**src/rtl/max_heap_priority_queue_defines.svh**
```systemverilog
// Assertion macros shared by the heap queue modules.
`ifndef MAX_HEAP_PRIORITY_QUEUE_DEFINES_SVH
`define MAX_HEAP_PRIORITY_QUEUE_DEFINES_SVH

`ifndef SYNTHESIS
`define MHPQ_ASSERT_IMPL(lbl, ck, rn, a, c) \
	lbl: assert property (@(posedge ck) disable iff (!rn) (a) |-> (c)) \
		else $error("assertion failed");
`define MHPQ_ASSERT_NEXT(lbl, ck, rn, a, c) \
	lbl: assert property (@(posedge ck) disable iff (!rn) (a) |=> (c)) \
		else $error("assertion failed");
`else
`define MHPQ_ASSERT_IMPL(lbl, ck, rn, a, c)
`define MHPQ_ASSERT_NEXT(lbl, ck, rn, a, c)
`endif

`endif

```
**src/rtl/mhpq_pkg.sv**
```systemverilog
package mhpq_pkg;

	localparam int KEY_W   = 32;
	localparam int COUNT_W = 8;

	typedef logic signed [KEY_W-1:0] key_t;
	typedef logic [1:0]              status_t;
	typedef logic [2:0]              rd_sel_t;

	localparam logic OP_INSERT = 1'b0;
	localparam logic OP_REMOVE = 1'b1;

	localparam status_t ST_INSERTED     = 2'd0;
	localparam status_t ST_REMOVED      = 2'd1;
	localparam status_t ST_FULL_REFUSED = 2'd2;
	localparam status_t ST_EMPTY_REFUSED = 2'd3;

	localparam rd_sel_t RD_NONE       = 3'd0;
	localparam rd_sel_t RD_ROOT       = 3'd1;
	localparam rd_sel_t RD_INS_PARENT = 3'd2;
	localparam rd_sel_t RD_GRAND      = 3'd3;
	localparam rd_sel_t RD_LAST       = 3'd4;
	localparam rd_sel_t RD_LEFT       = 3'd5;
	localparam rd_sel_t RD_RIGHT      = 3'd6;

	typedef struct packed {
		logic    latch_in;
		logic    start_ins;
		logic    capture_top;
		logic    capture_last;
		logic    capture_left;
		logic    move_up;
		logic    move_down;
		logic    use_right;
		logic    write_key;
		logic    set_status;
		status_t status_code;
		rd_sel_t rd_sel;
		logic    load_out;
	} mhpq_cmd_t;

	typedef struct packed {
		logic op;
		logic full;
		logic empty;
		logic up_gt;
		logic up_next_root;
		logic kid_in;
		logic has_right;
		logic dn_gt;
	} mhpq_stat_t;

endpackage

```
**src/rtl/mhpq_ctrl.sv**
```systemverilog
`include "max_heap_priority_queue_defines.svh"

module mhpq_ctrl
	import mhpq_pkg::*;
(
	input  logic       clk,
	input  logic       arst_n,
	input  logic       req_valid,
	output logic       req_stall,
	output logic       rsp_valid,
	input  logic       rsp_stall,
	input  mhpq_stat_t stat,
	output mhpq_cmd_t  cmd
);

	localparam logic [3:0] S_IDLE   = 4'd0;
	localparam logic [3:0] S_START  = 4'd1;
	localparam logic [3:0] S_UP     = 4'd2;
	localparam logic [3:0] S_TOP    = 4'd3;
	localparam logic [3:0] S_LAST   = 4'd4;
	localparam logic [3:0] S_DN_CHK = 4'd5;
	localparam logic [3:0] S_DN_L   = 4'd6;
	localparam logic [3:0] S_DN_R   = 4'd7;
	localparam logic [3:0] S_WRITE  = 4'd8;
	localparam logic [3:0] S_DONE   = 4'd9;

	logic [3:0] state_q;
	logic [3:0] state_d;
	logic       rsp_valid_q;
	logic       accept;
	logic       slot_free;

	assign req_stall = state_q != S_IDLE;
	assign accept    = req_valid && !req_stall;
	assign slot_free = !rsp_valid_q || !rsp_stall;
	assign rsp_valid = rsp_valid_q;

	always_comb begin
		cmd     = '0;
		state_d = state_q;
		unique case (state_q)
			S_IDLE: begin
				if (accept) begin
					cmd.latch_in = 1'b1;
					state_d      = S_START;
				end
			end
			S_START: begin
				if (stat.op == OP_INSERT) begin
					if (stat.full) begin
						cmd.set_status  = 1'b1;
						cmd.status_code = ST_FULL_REFUSED;
						state_d         = S_DONE;
					end else if (stat.empty) begin
						cmd.start_ins = 1'b1;
						state_d       = S_WRITE;
					end else begin
						cmd.start_ins = 1'b1;
						cmd.rd_sel    = RD_INS_PARENT;
						state_d       = S_UP;
					end
				end else begin
					if (stat.empty) begin
						cmd.set_status  = 1'b1;
						cmd.status_code = ST_EMPTY_REFUSED;
						state_d         = S_DONE;
					end else begin
						cmd.rd_sel = RD_ROOT;
						state_d    = S_TOP;
					end
				end
			end
			S_UP: begin
				if (stat.up_gt) begin
					cmd.move_up = 1'b1;
					if (stat.up_next_root) begin
						state_d = S_WRITE;
					end else begin
						cmd.rd_sel = RD_GRAND;
					end
				end else begin
					state_d = S_WRITE;
				end
			end
			S_TOP: begin
				cmd.capture_top = 1'b1;
				cmd.rd_sel      = RD_LAST;
				state_d         = S_LAST;
			end
			S_LAST: begin
				cmd.capture_last = 1'b1;
				state_d          = S_DN_CHK;
			end
			S_DN_CHK: begin
				if (stat.kid_in) begin
					cmd.rd_sel = RD_LEFT;
					state_d    = S_DN_L;
				end else begin
					state_d = S_WRITE;
				end
			end
			S_DN_L: begin
				cmd.capture_left = 1'b1;
				if (stat.has_right) begin
					cmd.rd_sel = RD_RIGHT;
					state_d    = S_DN_R;
				end else if (stat.dn_gt) begin
					cmd.move_down = 1'b1;
					state_d       = S_DN_CHK;
				end else begin
					state_d = S_WRITE;
				end
			end
			S_DN_R: begin
				cmd.use_right = 1'b1;
				if (stat.dn_gt) begin
					cmd.move_down = 1'b1;
					state_d       = S_DN_CHK;
				end else begin
					state_d = S_WRITE;
				end
			end
			S_WRITE: begin
				cmd.write_key   = 1'b1;
				cmd.set_status  = 1'b1;
				cmd.status_code = (stat.op == OP_INSERT) ? ST_INSERTED : ST_REMOVED;
				state_d         = S_DONE;
			end
			S_DONE: begin
				if (slot_free) begin
					cmd.load_out = 1'b1;
					state_d      = S_IDLE;
				end
			end
			default: begin
				state_d = S_IDLE;
			end
		endcase
	end

	always_ff @(posedge clk or negedge arst_n) begin
		if (!arst_n) begin
			state_q     <= S_IDLE;
			rsp_valid_q <= 1'b0;
		end else begin
			state_q <= state_d;
			if (cmd.load_out) begin
				rsp_valid_q <= 1'b1;
			end else if (!rsp_stall) begin
				rsp_valid_q <= 1'b0;
			end
		end
	end

	`MHPQ_ASSERT_NEXT(a_accept_busy, clk, arst_n, accept, req_stall)
	`MHPQ_ASSERT_IMPL(a_load_free, clk, arst_n, cmd.load_out, !rsp_valid_q || !rsp_stall)
	`MHPQ_ASSERT_NEXT(a_load_valid, clk, arst_n, cmd.load_out, rsp_valid_q && !req_stall)

endmodule
```
**config.mk**
```make
export PLATFORM = sky130hd
export DESIGN_NAME = mhpq_ctrl
export DESIGN_NICKNAME = d
export VERILOG_FILES = /design/src/rtl/mhpq_pkg.sv /design/src/rtl/mhpq_ctrl.sv
export VERILOG_INCLUDE_DIRS = /design/src /design/src/rtl
export SDC_FILE = /design/constraint.sdc
export NUM_CORES = 1
export LEC_CHECK = 0
export BUFFER_PORTS_ARGS = -buffer_cell sky130_fd_sc_hd__clkbuf_2
export CELL_PAD_IN_SITES_DETAIL_PLACEMENT = 0
export CELL_PAD_IN_SITES_GLOBAL_PLACEMENT = 1
export CORE_MARGIN = 2
export CORE_UTILIZATION = 28
export DETAILED_ROUTE_END_ITERATION = 16
export PLACE_DENSITY_LB_ADDON = 0.1
export RECOVER_POWER = 50
export SYNTH_ARGS = -nofsm -noshare
export SYNTH_HDL_FRONTEND = slang
export SYNTH_SLANG_ARGS = --single-unit
```
**constraint.sdc**
```tcl
create_clock -name clk -period 1.7 [get_ports clk]
set_input_delay 0.17 -clock clk [delete_from_list [all_inputs] [get_ports clk]]
set_output_delay 0.17 -clock clk [all_outputs]
set_load 0.03 [all_outputs]
```
Yosys cells after proc, flatten, opt, wreduce, memory -nomap -nowiden
Index checks and enable logic that the tools add are counted.

cells by class
  eq/ne operators = 13
  multiplexer cells = 44
  reduce and logical (&&, ||, !) cells = 8

operators by type and width
  kind                                           count
  two-way mux 4 bit                              11
  one-hot mux 4 bit (10 select lines)            1
  two-way mux 1 bit                              20
  == test 4 x 3 -> 1 bit, second input constant  4
  one-hot mux 3 bit (5 select lines)             1
  two-way mux 3 bit                              4
  == test 4 x 2 -> 1 bit, second input constant  2
  == test 4 bit, second input constant           2
  two-way mux 2 bit                              4
  two-way mux 6 bit                              1
  one-hot mux 3 bit (2 select lines)             1
  == test 4 x 1 -> 1 bit, second input constant  1
  logical NOT 4 bit                              1
  != test 2 bit, second input constant           2
  nonzero test 4 bit                             1
  logical NOT 1 bit                              3
  != test 3 bit, second input constant           1
  AND reduction 3 bit                            1
  != test 2 x 1 -> 1 bit, second input constant  1
  one-hot mux 1 bit (2 select lines)             1
  logical AND 1 bit                              1
  logical OR 1 bit                               1

storage, ports and cells
  flip-flop bits (word level) = 5
  input bits = 12
  output and inout port bits = 18
  logic and storage cells = 67

Depth between registers and ports, before layout
  word-level depth = 5
  gate-level depth with buffers = 6
  gate-level depth less buffers = 4

Least setup slack after synthesis
No wires, ideal clock.

  kind = flip-flop to output port
  from = register state_q[0]
  to = output port cmd[4] (netlist name)
  arrival time = 2.231 ns
  data required time = 1.530 ns
  path slack = -0.701 ns
  stages on the path, launching flop included = 5
  buffers on the path = 1
  cells stage by stage = dfrtp_1 -> buf_2 -> nor4_1 -> a31oi_1 -> nor2b_1

RTL lines
  item                    RTL line          text
  start, declared         mhpq_ctrl.sv:27   logic [3:0] state_q;
  start signal, assigned  mhpq_ctrl.sv:146  state_q <= state_d;
  end, declared           mhpq_ctrl.sv:13   output mhpq_cmd_t cmd

==> impl_metrics.env <==
export IMPL_grt_pass1_vias=685
export IMPL_numPortBuffers=29
export IMPL_cp_start_kind="register"
export IMPL_p_switching_w=0.0009616
export IMPL_routedLengthMet1_um=844
export IMPL_finalCritPeriodShare_pct=107.0
export IMPL_syn_avg_cell_area_sq_um=6.969
export IMPL_fmax_mhz=549.8
export IMPL_setup_ws_ns=-0.1187
export IMPL_fillCellCount=208
export IMPL_die_x_um=48.34
export IMPL_totalNegativeSetupSlack_ns=-0.4655
export IMPL_clkLatencyLatePin_ns=0.24
export IMPL_synth_main_ff_cell="dfrtp_1"
export IMPL_cts_sink_count=5
export IMPL_synthCells=79
export IMPL_drv_slew=0
export IMPL_pwr_share_seq_pct=10.6
export IMPL_min_path_type="primary input to register"
export IMPL_cts_made_buffers=3
export IMPL_p_leak_nw=0.4744
export IMPL_p_sw_share_pct=48.74
export IMPL_maxCapViolCount=0
export IMPL_ios=30
export IMPL_synthArstFlopShare_pct=100.0
export IMPL_areaGrowthSynthToFinish_pct=78.41
export IMPL_die_area_sq_um=2337
export IMPL_avgViaCountPerCell=4.812
export IMPL_p_int_w=0.001011
export IMPL_dp_hpwl_um=1243
export IMPL_totalWireLength_um=1739
export IMPL_yosysSeqAreaShare_pct=22.73
export IMPL_clk_pin_slew_ns=0.05
export IMPL_met3_length_um=76
export IMPL_grt_pass1_wl_um=2849
export IMPL_rsz0062_at_grt="true"
export IMPL_hold_viol=0
export IMPL_syn_cell_area_sq_um=550.5
export IMPL_finalPower_w=0.001973
export IMPL_crit_fanout=4
export IMPL_cp_end_kind="output port"
export IMPL_fin_util_pct=51.64
export IMPL_grt_max_degree=18
export IMPL_worstPathRequired_ns=1.53
export IMPL_final_layout_size_suffix_gt1_share_pct=49.18
export IMPL_ir_worst_vdd_v=0.001046
export IMPL_routed_top_layer="met3"
export IMPL_grt_usage_pct=15.42
export IMPL_p_comb_share_pct=82.5
export IMPL_path_class="register to output port"
export IMPL_cp_data_arrival_time_ns=1.65
export IMPL_syn_nets=91
export IMPL_drt_iter0_drc=9
export IMPL_period_minus_slack_ns=1.819
export IMPL_dr_pass1_iters=2
export IMPL_n_antenna_cell=0
export IMPL_synth_edff_count=0
export IMPL_synth_largest_area_cell="dfrtp_1"
export IMPL_drtAntennaViolNets=0
export IMPL_slew_headroom_pct=75.80
export IMPL_wl_per_cell_um=11.67
export IMPL_initial_core_util_pct=28.95
export IMPL_dr_wl_met2_um=819
export IMPL_worst_pin_slew_ns=0.3645
export IMPL_tritoncts="yes"
export IMPL_ys_seq_elements=5
export IMPL_setup_viol=6
export IMPL_cellPowerDensity_nw_per_um2=2009
export IMPL_synth_top_area_share_pct=22.73
export IMPL_nNetsFinal=135
export IMPL_violations="setup timing"
export IMPL_h_tree_depth=1
export IMPL_cts_root_buf="clkbuf_4"
export IMPL_synth_distinct_cells=34
export IMPL_chipHeight_um=48.34
export IMPL_row_count=16
export IMPL_gp_congestion=0.7368
export IMPL_coreArea_sq_um=1902
export IMPL_grt_overflow_total=0
export IMPL_fin_skew_ns=0.004246
export IMPL_synth_common_cells="11 x nand2_1, 11 x nor2_1, 7 x nor2b_1, 5 x dfrtp_1"
export IMPL_vias=717
export IMPL_yosys_top_cells_area="dfrtp_1 23%, nor2b_1 8.0%, nand2_1 7.5%"
export IMPL_yosysWarnings=0
export IMPL_status="finished, violations left"
export IMPL_power_frac_clock_pct=6.9
export IMPL_antenna_found_initial=0
export IMPL_drc=0
export IMPL_cts_buffer_depth=2
## layer usage
metal,track usage [%],vias up
met2,26.39,15
li1,-,373
met1,19.19,329
met3,2.160,0
met5,0,-
met4,7.143,0
## critical path: stages, from the launching register on
cell and delay [ns]:
dfrtp_1 0.38, or4b_4 0.59, buf_6 0.15, nor3_4 0.11
clkbuf_8 0.18
## per-stage QoR
step	instances	setup slack [ns]	hold WS (ns)	area (sq um)
floorplan	79	-0.09775	-0.1256	578.1
global placement	135	0.09998	-0.01331	778.2
detailed placement	135	0.08203	-0.009537	778.2
CTS	141	-0.1201	0.1600	875.8
global route	149	-0.1847	0.1820	982.2
finish	149	-0.1187	0.1653	982.2
## cell usage in the layout (no fill, tap or decap), drive strengths merged, types with 2 or more instances in the layout
master,synthesis,layout
nor2b,7,7
and3,2,2
dfrtp,5,5
clkbuf,2,23
nand2,11,11
or2,2,2
buf,3,24
nand4,2,2
nand3,4,4
nor3,4,4
nor2,11,11
o21ai,4,4
a21oi,2,2
## sequential cells by signal, summed over array words and instances, names as in the netlist
name       cells
rsp_valid      1
state_q        4
## logic make-up (layout without fill, tap and decap cells)
group / Yosys count / in the layout / synth area share, %
DFF: 5 / 5 / 22.73
AOI/OAI and AO/OA: 15 / 15 / 19.32
muxes: 1 / 1 / 1.818
and+or+nand+nor: 52 / 52 / 50.23
buffers and inverters: 6 / 49 / 5.909
## power groups by stage
stage                     clock, W  combinational [W]  sequential (W)
final                     0.000137            0.00163        0.000208
after global routing      0.000152            0.00175        0.000214
after CTS                 0.000143            0.00140        0.000208
after detailed placement         0            0.00128        0.000208
after global placement           0            0.00128        0.000205
after floorplan                  0           0.000906        0.000228
## cell type report
cell class | count | area (sq um) | area share [%]
sequential | 5 | 125.1 | 12.74
inverter | 1 | 7.507 | 0.7643
tap | 27 | 33.78 | 3.439
timing repair buffer | 44 | 327.8 | 33.38
clock buffer | 4 | 26.28 | 2.675
multi-input combinational | 68 | 461.7 | 47.01
## worst paths after layout
check / startpoint / end / slack [ns] / depth (start not counted)
max: state_q[2] / cmd[14] / -0.12 / 4
min: rsp_stall / rsp_valid / 0.17 / 3
max reg2reg: state_q[2] / state_q[1] / -0.05 / 5
min reg2reg: rsp_valid / rsp_valid / 0.51 / 2
max in group asynchronous: arst_n / rsp_valid / 1.19 / 2
min in group asynchronous: arst_n / state_q[1] / 0.31 / 2
## timing repair
item	in CTS	in global routing
hold buffers	1	0
buffers inserted	1	8
pin swaps	2	6
gates resized for setup	14	22
endpoints found under the setup margin	8	13
endpoints found under the hold margin	5	0
(Power assumes the default switching activity.)
